<file path="config.mk">
export PLATFORM = sky130hd
export DESIGN_NAME = dccu_horner_step
export DESIGN_NICKNAME = d
export VERILOG_FILES = /design/src/dccu_pkg.sv /design/src/dccu_horner_step.sv
export SDC_FILE = /design/constraint.sdc
export NUM_CORES = 2
export LEC_CHECK = 0
export BUFFER_PORTS_ARGS = -buffer_cell sky130_fd_sc_hd__clkbuf_2
export CORE_ASPECT_RATIO = 0.6
export CORE_MARGIN = 5
export CORE_UTILIZATION = 30
export CTS_BUF_LIST = sky130_fd_sc_hd__clkbuf_8
export DETAILED_ROUTE_END_ITERATION = 12
export PLACE_DENSITY_LB_ADDON = 0.1
export REMOVE_ABC_BUFFERS = 1
export SYNTH_ARGS = -nofsm -noshare
export SYNTH_HDL_FRONTEND = slang
export SYNTH_SLANG_ARGS = --single-unit
</file>
<file path="constraint.sdc">
create_clock -name clk -period 9.8 [get_ports clk]
set_input_delay 0.49 -clock clk [delete_from_list [all_inputs] [get_ports clk]]
set_output_delay 0.49 -clock clk [all_outputs]
set_load 0.01 [all_outputs]
</file>
<file path="src/dccu_pkg.sv">
`timescale 1ns / 1ps

package dccu_pkg;

    // Q2.30 working format of the cosine datapath
    localparam int unsigned FRAC_W   = 30;
    localparam int unsigned MAG_W    = 30;
    localparam int unsigned TERM_W   = 31;
    localparam int unsigned COS_W    = 32;
    localparam int unsigned ENERGY_W = 40;

    localparam logic [TERM_W-1:0]       ONE_Q30     = 31'h4000_0000;
    localparam logic signed [COS_W-1:0] COS_POS_ONE = 32'sh4000_0000;
    localparam logic signed [COS_W-1:0] COS_NEG_ONE = -32'sh4000_0000;

    // round(2^35/pi) = 10937044409, split in two 17-bit halves
    localparam logic signed [17:0] TURN_K_LO  = 18'sd3513;
    localparam logic signed [17:0] TURN_K_HI  = 18'sd83443;
    localparam int unsigned        TURN_K_SPLIT = 17;

    // pi/2 in Q1.32 (scaled by 2^32)
    localparam logic [32:0] PI_HALF_Q32 = 33'd6746518852;

    // Series terms. Division by k is a multiply by ceil(2^s/k) and a shift by s,
    // with s = 30 + ceil(log2 k); exact for numerators below 2^30.
    localparam int unsigned NUM_TERMS = 5;

    // cosine divisors 90, 56, 30, 12, 2
    localparam logic [30:0] COS_MAGIC [NUM_TERMS] = '{
        31'd1527099484, 31'd1227133514, 31'd1145324613, 31'd1431655766, 31'd1073741824
    };
    localparam int unsigned COS_SHIFT [NUM_TERMS] = '{37, 36, 35, 34, 31};
    localparam logic [5:0]  COS_HALF  [NUM_TERMS] = '{6'd45, 6'd28, 6'd15, 6'd6, 6'd1};

    // sine divisors 110, 72, 42, 20, 6
    localparam logic [30:0] SIN_MAGIC [NUM_TERMS] = '{
        31'd1249445032, 31'd1908874354, 31'd1636178018, 31'd1717986919, 31'd1431655766
    };
    localparam int unsigned SIN_SHIFT [NUM_TERMS] = '{37, 37, 36, 35, 33};
    localparam logic [5:0]  SIN_HALF  [NUM_TERMS] = '{6'd55, 6'd36, 6'd21, 6'd10, 6'd3};

    // pipeline depths
    localparam int unsigned PHASE_DEPTH       = 6;
    localparam int unsigned SERIES_STEP_DEPTH = 2;
    localparam int unsigned COS_DEPTH         = NUM_TERMS * SERIES_STEP_DEPTH + 2;
    localparam int unsigned HORNER_STEP_DEPTH = 2;
    localparam int unsigned HORNER_STEPS      = 3;

    // quadrant of the phase: which function and sign gives the cosine
    typedef enum logic [1:0] {
        QUAD_COS     = 2'd0,
        QUAD_NEG_SIN = 2'd1,
        QUAD_NEG_COS = 2'd2,
        QUAD_SIN     = 2'd3
    } quad_t;

    // reduced argument: quadrant, sign and magnitude of the residue
    typedef struct packed {
        quad_t            quad;
        logic             neg;
        logic [MAG_W-1:0] mag;
    } arg_t;

endpackage

</file>
<file path="src/dccu_horner_step.sv">
`timescale 1ns / 1ps

module dccu_horner_step #(
    parameter int unsigned E_W = 32,
    parameter int unsigned C_W = 32
) (
    input  logic                                clk,
    input  logic                                en,
    input  logic signed [E_W-1:0]               e_in,
    input  logic signed [C_W-1:0]               add_in,
    input  logic signed [dccu_pkg::COS_W-1:0]   cos_in,
    output logic signed [E_W:0]                 e_out,
    output logic signed [dccu_pkg::COS_W-1:0]   cos_out
);

    localparam int unsigned OUT_W  = E_W + 1;
    localparam int unsigned PROD_W = E_W + 31;
    localparam logic [PROD_W-1:0] RND = PROD_W'(1) << 29;

    logic [PROD_W-1:0]                    prod_reg;
    logic                                 neg_reg;
    logic signed [C_W-1:0]                add_a_reg;
    logic signed [dccu_pkg::COS_W-1:0]    cos_a_reg;
    logic signed [OUT_W-1:0]              e_reg;
    logic signed [dccu_pkg::COS_W-1:0]    cos_b_reg;

    logic [E_W-1:0]                       emag;
    logic [dccu_pkg::COS_W-1:0]           cneg;
    logic [30:0]                          cmag;
    logic [E_W-1:0]                       rmag;
    logic signed [OUT_W-1:0]              rmag_s;
    logic signed [OUT_W-1:0]              e_next;

    // multiply magnitudes, round half away from zero
    always_comb
    begin
        emag   = e_in[E_W-1] ? E_W'(-e_in) : E_W'(e_in);
        cneg   = 32'd0 - cos_in;
        cmag   = cos_in[dccu_pkg::COS_W-1] ? cneg[30:0] : cos_in[30:0];
        rmag   = E_W'((prod_reg + RND) >> dccu_pkg::FRAC_W);
        rmag_s = signed'({1'b0, rmag});
        e_next = (neg_reg ? -rmag_s : rmag_s) + OUT_W'(add_a_reg);
    end

    always_ff @(posedge clk)
    begin
        if (en)
        begin
            prod_reg  <= emag * cmag;
            neg_reg   <= e_in[E_W-1] ^ cos_in[dccu_pkg::COS_W-1];
            add_a_reg <= add_in;
            cos_a_reg <= cos_in;
            e_reg     <= e_next;
            cos_b_reg <= cos_a_reg;
        end
    end

    assign e_out   = e_reg;
    assign cos_out = cos_b_reg;

endmodule

</file>
Word level (Yosys, flattened, before mapping)
Index checks and enable logic that the tools add are counted.
{ "totals": {"reg_bits": 192, "in_bits": 98, "output_inout_bits": 65, "wordCells": 16} }
{ "op_classes": {"n_addsub": 5, "n_mul": 1, "mux": 3, "bitwise_logic": 1} }
{ "op_table": {"columns": ["op", "n"], "rows": [
  ["$add A62 B30 Y62 const B", 1],
  ["$mul A32 B31 Y62", 1],
  ["$add A33 B32 Y33", 1],
  ["$mux W33", 1],
  ["$neg A32 Y33", 1],
  ["$mux W32", 1],
  ["$neg A32 Y32", 1],
  ["$mux W31", 1],
  ["$sub A1 B31 Y31 const A", 1],
  ["$xor A1 B1 Y1", 1]
]} }

Depth between registers and ports, before layout
{ "depth": {"ltp_word": 4, "mapped_depth": 38, "depth_no_buf": 36} }

Least setup slack after synthesis
Ideal clock, no wire load.
{ "synth_timing": {"path_type": "input -> register", "start": "input cos_in[2] (netlist bit)", "end": "register prod_reg[55], data pin", "setup_ns": 0.266, "arrival_time_ns": 9.500, "required_ns": 9.534, "path_slack_ns": 0.034, "stages": 35, "n_path_buf": 1, "cell_sequence": "or4_4 > nor4_4 > nand3_1 > nor2_1 > nand2_1 > or3_4 > or4_4 > o31ai_2 > xnor2_1 > clkbuf_1 > nand2_1 > fa_1 > inv_1 > fa_1 > inv_1 > fa_1 > inv_1 > fa_1 > fa_1 > fa_1 > fa_1 > inv_1 > fa_1 > inv_1 > ha_1 > nand4_1 > or3_1 > nand2b_1 > o21ai_0 > a21o_1 > a21oi_1 > o31a_1 > o211a_1 > nor3_1 > xor2_1"} }
{ "synth_via": {"elab_chain_len": 3} }
{ "synth_lines": {"columns": ["element", "line_no", "rtl"], "rows": [
  ["start: declaration", "dccu_horner_step.sv:11", "input logic signed [dccu_pkg::COS_W-1:0] cos_in,"],
  ["$sub A1 B31 Y31", "dccu_horner_step.sv:38", "cneg = 32'd0 - cos_in;"],
  ["$mux W31 *", "dccu_horner_step.sv:39", "cmag = cos_in[dccu_pkg::COS_W-1] ? cneg[30:0] : cos_in[30:0];"],
  ["$mul A32 B31 Y62 *", "dccu_horner_step.sv:49", "prod_reg <= emag * cmag;"],
  ["end signal: assignment", "dccu_horner_step.sv:49", null],
  ["end: declaration", "dccu_horner_step.sv:20", "logic [PROD_W-1:0] prod_reg;"]
]} }
Every way passes the cells marked *; elsewhere a longest branch is shown, timed or not.
A chain may end at the register's enable or synchronous reset.

Final worst setup path
Ends and elaborated chain as after synthesis.

==> results by group <==
Worst hold path
  – HP Class: primary input to flop

GRT
  – Most Crowded Layer GR: met1
  – GR Layer Usage met2: 0.258
  – Grt met3 use: 0.0694
  – Met1 Usage GRT: 0.368
  – Total track usage: 0.215
  – First-pass GRT wire length: 219000 um
  – Antenna violations before repair: 6
  – Vias in the first global route: 31218
  – Largest net degree at the start of global routing: 62
  – Total grt overflow: 0

Floorplanning
  – Die Width: 476 um
  – Chip height: 290 um
  – Placement Rows: 102
  – Top Ports: 163
  – Die Area: 138000 um^2
  – Initial Util: 0.303
  – Core Box Area: 129000 um^2

STA
  – Clk_skew: 15.2 ps
  – Max Clk Rate: 103 MHz
  – Crit share post-route: 0.990
  – Rel. slew slack: 0.273
  – Endpoints failing hold: 0
  – Minimum clock period: 9700 ps
  – Hold slack final: 136 ps
  – Final setup TNS: 0 ps
  – Worst setup margin: 99.3 ps
  – # setup viols final: 0
  – Least-Margin Pin Slew: 1090 ps
  – Unrepaired setup endpoints after global routing: true
  – Slew Limit Fails: 0

Logic synthesis
  – Distinct cells, synth: 74
  – Cell count after synthesis: 4165
  – Ys async rst share: 0
  – Cell Area, Synth: 39200 um^2
  – Synth area leaders: fa_1, edfxtp_1, ha_1
  – Number of enable flip-flop cells after synthesis: 163
  – Top-area cell type share of the netlist area: 0.442
  – #FFs+latches synth: 163
  – Commonest register cell after synthesis: edfxtp_1
  – Cell with the most instances after synthesis: inv_1
  – Ys Warns: 0
  – Synth Area per Inst: 9.40 um^2
  – Sequential share of the synthesized area: 0.125
  – Synth cell count leaders: inv_1, fa_1, nand2_1
  – Synth area leader: fa_1

Worst setup path
  – Worst path arrival time: 9980 ps
  – CP top delay family: adder cells
  – CP Max Fanout: 6
  – Critical Path Sink Type: flop
  – Max stage delay on crit path: 640 ps
  – Buf/Inv on CP: 5
  – Critical path's slowest cell: fa_1
  – Critical path required time: 10080 ps
  – Critical path type: primary input to flop
  – Crit path top cell by count: fa_1
  – Critical Path Start Type: primary input

Final layout
  – # fillers: 13367
  – Nets: 5949
  – Core Util, Final: 0.366
  – Layout cells sized above 1: 0.179
  – Area Growth Syn to Fin: 20.8%

Routing
  – Iter 0 DRT Violations: 2814
  – Avg WL per Cell: 23.1 um
  – DRC Markers: 0
  – DR vias/cell: 4.72
  – ANT nets after route: 0
  – TritonRoute pass-1 iters: 5
  – Total Wirelength: 149000 um
  – Vias: 30360

Place
  – GP Congestion: 0.914
  – DP HPWL: 129000 um
  – Pre-CTS setup slack: -592 ps
  – IO buf count: 162

Clock network
  – CTS tree: yes
  – Root Buffer: clkbuf_8
  – Clock buffer depth: 2
  – H-tree depth: 4
  – Worst-Skew Late Latency: 520 ps
  – Sink Count: 163
  – Hold_buf cts: 0
  – Clock transition at path regs: 100 ps
  – CTS buffer count: 17

Status
  – Status: finished, final reports clean

Job
  – MaxCap Viol Count: 0
-- cells by family (layout without fill, tap and decap cells) --
kind of cell,Yosys count,after routing,share of synthesized area
and+or+nand+nor,1284,1284,0.136
adders and majority gates,1148,1148,0.533
buffers and inverters,1040,1591,0.101
AOI/OAI and AO/OA,279,279,0.0484
xor gates and xnor gates,243,243,0.0547
DFF,163,163,0.125
muxes,8,8,0.00217
other,0,1,0
-- layout make-up --
cell class | instances | area (um^2) | area share
repair buffers | 690 | 5640 | 0.119
well taps | 1716 | 2150 | 0.0454
inverters | 869 | 3260 | 0.0690
clock buffers | 17 | 234 | 0.00495
diodes | 1 | 2.50 | 0.0000529
clock inverters | 15 | 173 | 0.00365
flip-flops and latches | 163 | 4890 | 0.103
multi-input cells | 2962 | 30900 | 0.654
-- placed cells by master (no fill, tap or decap), drive strengths merged, types with 5 or more instances in the layout --
cell type | synthesis | routed
a31oi | 9 | 9
buf | 23 | 530
and3 | 10 | 10
fa | 865 | 865
a211oi | 9 | 9
inv | 868 | 873
or4 | 10 | 10
and4 | 5 | 5
or3 | 13 | 13
o21ai | 57 | 57
nor2 | 519 | 519
xnor2 | 149 | 149
nor4 | 12 | 12
a21oi | 71 | 71
clkinv | 1 | 7
nand3 | 33 | 33
a21boi | 5 | 5
and2 | 26 | 26
nand4 | 24 | 24
nor2b | 10 | 10
clkbuf | 148 | 177
nand2b | 15 | 15
a41oi | 5 | 5
o41ai | 8 | 8
ha | 283 | 283
edfxtp | 163 | 163
o31ai | 18 | 18
nor3 | 24 | 24
o21bai | 11 | 11
a21o | 41 | 41
nand2 | 568 | 568
o21a | 11 | 11
xor2 | 94 | 94
-- path summary, 6_finish.rpt --
check,from,end,slack (ps),depth (start not counted)
worst min register to register,cos_a_reg[18]$_DFFE_PP_,cos_out[18]$_DFFE_PP_,420,0
worst max register to register,prod_reg[30]$_DFFE_PP_,e_out[31]$_DFFE_PP_,3050,22
worst min-delay path,add_in[21],add_a_reg[21]$_DFFE_PP_,140,1
worst max-delay path,cos_in[2],prod_reg[55]$_DFFE_PP_,100,34
-- layer usage --
metal,share of wire,vias up
li1,-,13635
met1,0.54,15525
met2,0.35,1145
met3,0.11,55
met4,0.0080,0
met5,0,-
-- repair_timing --
| item | in CTS | in global routing |
|---|---|---|
| resized for setup | 5 | 53 |
| pin swaps | 0 | 13 |
| endpoints found under the setup margin | 3 | 21 |
| setup buffers | 0 | 8 |
-- metrics by stage --
step                      cell area [um^2]  cells
after global routing                 47300   6432
final                                47300   6433
after detailed placement             46600   6392
after CTS                            47000   6424
after floorplan                      38500   3994
after global placement               46600   6392
Power is not shown: default switching activity piles up to over one toggle a cycle in this logic, so the estimate is an artifact.
