==> src/dccu_pkg.sv <==
`timescale 1ns / 1ps

package dccu_pkg;

    // Q2.30 working format of the cosine datapath
    localparam int unsigned FRAC_W   = 30;
    localparam int unsigned MAG_W    = 30;
    localparam int unsigned TERM_W   = 31;
    localparam int unsigned COS_W    = 32;
    localparam int unsigned ENERGY_W = 40;

    localparam logic [TERM_W-1:0]       ONE_Q30     = 31'h4000_0000;
    localparam logic signed [COS_W-1:0] COS_POS_ONE = 32'sh4000_0000;
    localparam logic signed [COS_W-1:0] COS_NEG_ONE = -32'sh4000_0000;

    // round(2^35/pi) = 10937044409, split in two 17-bit halves
    localparam logic signed [17:0] TURN_K_LO  = 18'sd3513;
    localparam logic signed [17:0] TURN_K_HI  = 18'sd83443;
    localparam int unsigned        TURN_K_SPLIT = 17;

    // pi/2 in Q1.32 (scaled by 2^32)
    localparam logic [32:0] PI_HALF_Q32 = 33'd6746518852;

    // Series terms. Division by k is a multiply by ceil(2^s/k) and a shift by s,
    // with s = 30 + ceil(log2 k); exact for numerators below 2^30.
    localparam int unsigned NUM_TERMS = 5;

    // cosine divisors 90, 56, 30, 12, 2
    localparam logic [30:0] COS_MAGIC [NUM_TERMS] = '{
        31'd1527099484, 31'd1227133514, 31'd1145324613, 31'd1431655766, 31'd1073741824
    };
    localparam int unsigned COS_SHIFT [NUM_TERMS] = '{37, 36, 35, 34, 31};
    localparam logic [5:0]  COS_HALF  [NUM_TERMS] = '{6'd45, 6'd28, 6'd15, 6'd6, 6'd1};

    // sine divisors 110, 72, 42, 20, 6
    localparam logic [30:0] SIN_MAGIC [NUM_TERMS] = '{
        31'd1249445032, 31'd1908874354, 31'd1636178018, 31'd1717986919, 31'd1431655766
    };
    localparam int unsigned SIN_SHIFT [NUM_TERMS] = '{37, 37, 36, 35, 33};
    localparam logic [5:0]  SIN_HALF  [NUM_TERMS] = '{6'd55, 6'd36, 6'd21, 6'd10, 6'd3};

    // pipeline depths
    localparam int unsigned PHASE_DEPTH       = 6;
    localparam int unsigned SERIES_STEP_DEPTH = 2;
    localparam int unsigned COS_DEPTH         = NUM_TERMS * SERIES_STEP_DEPTH + 2;
    localparam int unsigned HORNER_STEP_DEPTH = 2;
    localparam int unsigned HORNER_STEPS      = 3;

    // quadrant of the phase: which function and sign gives the cosine
    typedef enum logic [1:0] {
        QUAD_COS     = 2'd0,
        QUAD_NEG_SIN = 2'd1,
        QUAD_NEG_COS = 2'd2,
        QUAD_SIN     = 2'd3
    } quad_t;

    // reduced argument: quadrant, sign and magnitude of the residue
    typedef struct packed {
        quad_t            quad;
        logic             neg;
        logic [MAG_W-1:0] mag;
    } arg_t;

endpackage

==> src/dccu_phase.sv <==
`timescale 1ns / 1ps

module dccu_phase #(
    parameter int unsigned ANGLE_WIDTH = 32
) (
    input  logic                              clk,
    input  logic                              en,
    input  logic signed [ANGLE_WIDTH-1:0]     angle,
    output logic [dccu_pkg::MAG_W-1:0]        y_out,
    output dccu_pkg::arg_t                    arg_out
);

    localparam int unsigned PW = ANGLE_WIDTH + 18;
    localparam logic [62:0] RND_X  = 63'd1 << 31;
    localparam logic [59:0] RND_SQ = 60'd1 << 29;

    logic signed [PW-1:0]        plo_reg;
    logic signed [PW-1:0]        phi_reg;
    dccu_pkg::arg_t              arg1_reg;
    dccu_pkg::arg_t              arg2_reg;
    dccu_pkg::arg_t              arg3_reg;
    dccu_pkg::arg_t              arg4_reg;
    dccu_pkg::arg_t              arg5_reg;
    logic [62:0]                 xprod_reg;
    logic [59:0]                 sq_reg;
    logic [dccu_pkg::MAG_W-1:0]  y_reg;

    logic [63:0]                 turn_acc;
    logic [31:0]                 phase;
    logic [1:0]                  quad_sum;
    dccu_pkg::arg_t              arg1_next;
    dccu_pkg::arg_t              arg3_next;

    // phase in 2^-32 turn is bits 63:32 of angle * K, modulo 2^64
    always_comb
    begin
        turn_acc = 64'(plo_reg) + (64'(phi_reg) << dccu_pkg::TURN_K_SPLIT);
        phase    = turn_acc[63:32];
        quad_sum = phase[31:30] + {1'b0, phase[29]};
        arg1_next.quad = dccu_pkg::quad_t'(quad_sum);
        arg1_next.neg  = phase[29];
        arg1_next.mag  = phase[29] ? (30'd0 - phase[29:0]) : phase[29:0];
    end

    // residue to radians, rounded
    always_comb
    begin
        arg3_next     = arg2_reg;
        arg3_next.mag = 30'((xprod_reg + RND_X) >> 32);
    end

    always_ff @(posedge clk)
    begin
        if (en)
        begin
            plo_reg   <= angle * dccu_pkg::TURN_K_LO;
            phi_reg   <= angle * dccu_pkg::TURN_K_HI;
            arg1_reg  <= arg1_next;
            xprod_reg <= arg1_reg.mag * dccu_pkg::PI_HALF_Q32;
            arg2_reg  <= arg1_reg;
            arg3_reg  <= arg3_next;
            sq_reg    <= arg3_reg.mag * arg3_reg.mag;
            arg4_reg  <= arg3_reg;
            y_reg     <= 30'((sq_reg + RND_SQ) >> dccu_pkg::FRAC_W);
            arg5_reg  <= arg4_reg;
        end
    end

    assign y_out   = y_reg;
    assign arg_out = arg5_reg;

endmodule

==> config.mk <==
export PLATFORM = sky130hd
export DESIGN_NAME = dccu_phase
export DESIGN_NICKNAME = d
export VERILOG_FILES = /design/src/dccu_pkg.sv /design/src/dccu_phase.sv
export SDC_FILE = /design/constraint.sdc
export NUM_CORES = 2
export LEC_CHECK = 0
export BUFFER_PORTS_ARGS = -buffer_cell sky130_fd_sc_hd__clkbuf_2
export CAP_MARGIN = 15
export CELL_PAD_IN_SITES_DETAIL_PLACEMENT = 1
export CELL_PAD_IN_SITES_GLOBAL_PLACEMENT = 1
export CORE_MARGIN = 3
export CORE_UTILIZATION = 55
export CTS_BUF_LIST = sky130_fd_sc_hd__clkbuf_16
export DETAILED_ROUTE_END_ITERATION = 6
export PLACE_DENSITY_LB_ADDON = 0.15
export SYNTH_ARGS = -nofsm -noshare
export SYNTH_HDL_FRONTEND = slang
export SYNTH_SLANG_ARGS = --single-unit
==> constraint.sdc <==
create_clock -name clk -period 21.4 [get_ports clk]
set_input_delay 3.21 -clock clk [delete_from_list [all_inputs] [get_ports clk]]
set_output_delay 3.21 -clock clk [all_outputs]
set_load 0.05 [all_outputs]
### Word level (Yosys, flattened, before mapping)

Index checks and enable logic that the tools add are counted.

| cells by class | value |
|---|---|
| eq/ne operators | 0 |
| multipliers | 4 |
| $lt $le $gt $ge | 0 |
| reductions and logical operators | 0 |
| shifts and indexed selects | 0 |
| add/subtract/negate cells | 5 |
| div/mod/pow operators | 0 |
| multiplexer cells | 1 |
| bitwise logic cells | 0 |

Operator list:

| operator | number |
|---|---|
| $add A45 B64 Y64 | 1 |
| $add A62 B32 Y62 const B | 1 |
| $add A60 B30 Y60 const B | 1 |
| $mul A30 B30 Y60 | 1 |
| $mul A30 B31 Y60 const B | 1 |
| $mul A32 B18 Y47 const B | 1 |
| $mul A32 B13 Y45 const B | 1 |
| $sub A1 B30 Y30 const A | 1 |
| $mux W29 | 1 |
| $add A2 B1 Y2 | 1 |

| word-level totals | value |
|---|---|
| latch bits | 0 |
| memory bits (writable) | 0 |
| bits in read-only memories | 0 |
| input bits | 34 |
| logic and storage cells | 30 |
| memories | 0 |
| register bits after elaboration | 377 |

### Longest topological paths before layout

| logic depth | value |
|---|---|
| depth in word-level cells | 3 |
| mapped depth | 30 |
| mapped depth without buffers | 29 |

### Least setup slack after synthesis

Ideal clock, no wire load.

| path | value |
|---|---|
| path type | input port to flip-flop |
| from | input angle[8] |
| to | register phi_reg[40] (data pin) |
| required time | 21,142 ps |
| stages on the path | 22 |
| data arrival time | 8,283 ps |
| library setup time | 258 ps |
| buffers on the path | 0 |
| setup slack | 12,859 ps |
| path through | fa_1 inv_1 fa_1 inv_1 ha_1 fa_1 inv_1 fa_1 inv_1 fa_1 ha_1 and3_1 and4_1 a21oi_1 o2111ai_1 nand2_1 a41oi_1 a221oi_1 o21ai_0 a21o_1 a21oi_1 xnor2_1 |

| on the way | value |
|---|---|
| word-level cells in the longest chain between the ends | 1 |

RTL lines:

| item | RTL line | source |
|---|---|---|
| from (decl) | dccu_phase.sv:8 | `input logic signed [ANGLE_WIDTH-1:0] angle,` |
| $mul A32 B18 Y47 | dccu_phase.sv:57 | `phi_reg <= angle * dccu_pkg::TURN_K_HI;` |
| to (signal assigned) | dccu_phase.sv:57 |  |
| to (decl) | dccu_phase.sv:18 | `logic signed [PW-1:0] phi_reg;` |

No other way between the ends.
A chain may end at the register's enable or synchronous reset.

### Worst setup path in the final report

| path | value |
|---|---|
| from | register arg3_reg[5] in the netlist's numbering |
| to | register sq_reg[55] (data pin) |

| on the way | value |
|---|---|
| word-level cells in the longest chain between the ends | 1 |

RTL lines:

| item | RTL line | source |
|---|---|---|
| from (decl) | dccu_phase.sv:21 | `dccu_pkg::arg_t arg3_reg;` |
| from (signal assigned) | dccu_phase.sv:61 | `arg3_reg <= arg3_next;` |
| $mul A30 B30 Y60 | dccu_phase.sv:62 | `sq_reg <= arg3_reg.mag * arg3_reg.mag;` |
| to (signal assigned) | dccu_phase.sv:62 |  |
| to (decl) | dccu_phase.sv:25 | `logic [59:0] sq_reg;` |

No other way between the ends.

==> run_results.csv <==
group,metric,value,unit
sta,final_hold_viol_count,0,
placement,port_buffers,96,
clock_tree,cts_resized,0,
detailed_routing,route.met2.wl,95.21,mm
sta,max_freq,105.3,MHz
hold_path,min_path_type,"reg2reg",
clock_tree,clk_pin_slew_worst_paths,0.07,ns
finish,post_route_cells_drive_above_1_share,3.328,%
synth,yosysUniqueCellTypes,82,
hold_path,min_from,"arg2_reg[30]$_DFFE_PP_",
clock_tree,cts_hold_buffers,0,
sta,skew,0.03332,ns
detailed_routing,drc,0,
clock_tree,cts_root_buf,"clkbuf_16",
synth,synth_warnings,0,
finish,multi_input_area,0.05175,mm2
finish,seq_area,0.009069,mm2
sta,setup_viol,0,
global_routing,grt_overflow,0,
floorplan,design.die.area,0.1298,mm2
sta,fin_hold_ws,0.4160,ns
sta,final-max-slew-violation-count,0,
clock_tree,clk_latency,0.60,ns
worst_setup_path,cp-start-kind,"register",
clock_tree,numCtsBuffers,37,
outcome,status,"completed",
detailed_routing,wl_met1,77.40,mm
floorplan,dieHeight,360.2,um
finish,final_common_cell,"inv_1",
worst_setup_path,cp-end-kind,"register",
detailed_routing,viasPerCell,5.465,
worst_setup_path,crit_start,"arg3_reg[5]$_DFFE_PP_",
worst_setup_path,worstPathArrival,9.82,ns
synth,synthArstFlopShare,0,%
detailed_routing,wire_per_inst,22.22,um
synth,syn_area_per_cell,10.30,um2
sta,period_minus_slack,9.497,ns
detailed_routing,drt-total-wl,187.3,mm
sta,slew_headroom,25.73,%
detailed_routing,drt_iter0_drc,2436,
finish,final_nets,9178,
global_routing,grt_first_pass_wirelength,300.1,mm
worst_setup_path,cp_max_fo,23,
clock_tree,cts_tree,"built",
global_routing,grt_usage,29.79,%
sta,worst_slew_pin_slew,1.086,ns
clock_tree,clock_path_buffers,3,
synth,synth-edff-count,302,
detailed_routing,top_layer,"met4",
synth,synth-seq-cells,302,
finish,largest_reg_flops,46,
global_routing,grt_max_degree,104,
detailed_routing,vias,46058,
sta,fin_ws,11.90,ns
floorplan,initial_core_util,55.60,%
detailed_routing,wl_met3,8.268,mm
synth,synthFlopType,"edfxtp_1",
finish,fill_cells,13588,
global_routing,antenna_found_initial,3,
clock_tree,cts.sinks,302,
finish,areaGrowthSynthToFinish,5.196,%
worst_setup_path,reg2reg_from,"arg3_reg[5]$_DFFE_PP_",
floorplan,die_w,360.2,um
finish,diodes,0,
placement,dp_hpwl,157.4,mm
synth,syn-num-nets,9114,
global_routing,grt_pass1_vias,54093,
placement,gp_congestion,0.9301,
flow_run,max_cap_violations,0,
sta,finalCritPeriodShare,44.38,%
floorplan,io_pins,97,
clock_tree,htreeDepth,2,
synth,synth_area,0.06901,mm2
floorplan,num_rows,129,
detailed_routing,antenna_left,0,
synth,ys_seq_area_share,13.14,%
detailed_routing,drt_pre_antenna_iters,5,
synth,syn_inst,6701,
finish,layout_common_cells,"inv_1 (2080), fa_1 (1443), ha_1 (936)",
worst_setup_path,path_class,"reg2reg",
sta,rsz0062_at_grt,"false",
worst_setup_path,critPathRequiredTime,21.72,ns
floorplan,coreArea,0.1241,mm2
clock_tree,post_cts_buffers,0,
sta,setup_tns,0,ns
placement,pre_cts_ws,11.48,ns
## synth_stat cells (31+ instances only)
cell | n | share of area (%)
clkbuf_1 | 100 | 0.54
inv_1 | 2070 | 11
nor2_1 | 165 | 0.90
edfxtp_1 | 302 | 13
and2_1 | 194 | 1.8
a21oi_1 | 174 | 1.3
nor2b_1 | 39 | 0.35
nand2_1 | 347 | 1.9
nor3_1 | 36 | 0.26
and3_1 | 31 | 0.28
xor2_1 | 91 | 1.2
nand4_1 | 32 | 0.29
ha_1 | 936 | 17
xnor2_1 | 178 | 2.3
o21ai_0 | 90 | 0.65
nand3_1 | 60 | 0.44
a21o_1 | 95 | 1.0
fa_1 | 1443 | 42
## worst paths after layout
check	slack, ns	end	cells after the start
hold reg to reg	0.42	arg3_reg[30]$_DFFE_PP_	0
setup reg to reg	11.90	sq_reg[55]$_DFFE_PP_	27
hold / removal	0.42	arg3_reg[30]$_DFFE_PP_	0
setup / recovery	11.90	sq_reg[55]$_DFFE_PP_	27
## cell families after synthesis
family | count (synthesis) | synth area share [%]
compound gates | 572 | 5.483
flops | 302 | 13.14
buf+inv | 2179 | 11.86
fa+ha+maj | 2379 | 58.83
simple gates | 987 | 7.075
mux | 13 | 0.1922
xor+xnor | 269 | 3.414
## metal layers
layer  vias up  track usage [%]
li1      20494                -
met3       321            2.984
met2      1037            52.89
met1     24206            38.78
met5         -                0
met4         0            8.881
## critical path: stages (launching register included)
cell and delay (ns):
edfxtp_1 0.33, buf_4 0.39, clkinv_1 0.59, nor2_1 0.36
fa_1 0.49, fa_1 0.49, fa_1 0.52, inv_1 0.05
fa_1 0.48, inv_1 0.06, fa_1 0.48, fa_1 0.51
fa_1 0.49, inv_1 0.05, fa_1 0.49, inv_1 0.05
ha_1 0.36, and2_1 0.18, o2111ai_1 0.12, a21oi_1 0.16
a211oi_1 0.08, o41ai_1 0.44, o211ai_1 0.42, a211oi_1 0.39
nor2_1 0.12, a2111oi_0 0.68, a221oi_1 0.25, xnor2_1 0.17
## layout make-up
cell class | instances | area share, %
clock buffers | 39 | 1.344
clock inverters | 26 | 0.2913
inverters | 2072 | 10.71
multi-input cells | 4220 | 71.29
flip-flops and latches | 302 | 12.49
well taps | 1637 | 2.821
repair buffers | 132 | 1.048
## per-stage QoR
stage	cells	util, %	cell area [um2]
2_1_floorplan	6701	-	69010
3_3_place_gp	8363	57.53	71410
3_5_place_dp	8363	57.53	71410
4_1_cts	8428	58.49	72600
5_1_grt	8428	58.49	72600
6_report	8428	58.49	72600
Power is left out: the tool's default activity adds up to more than one toggle a clock period on the data nets, which glitch-free logic cannot reach.
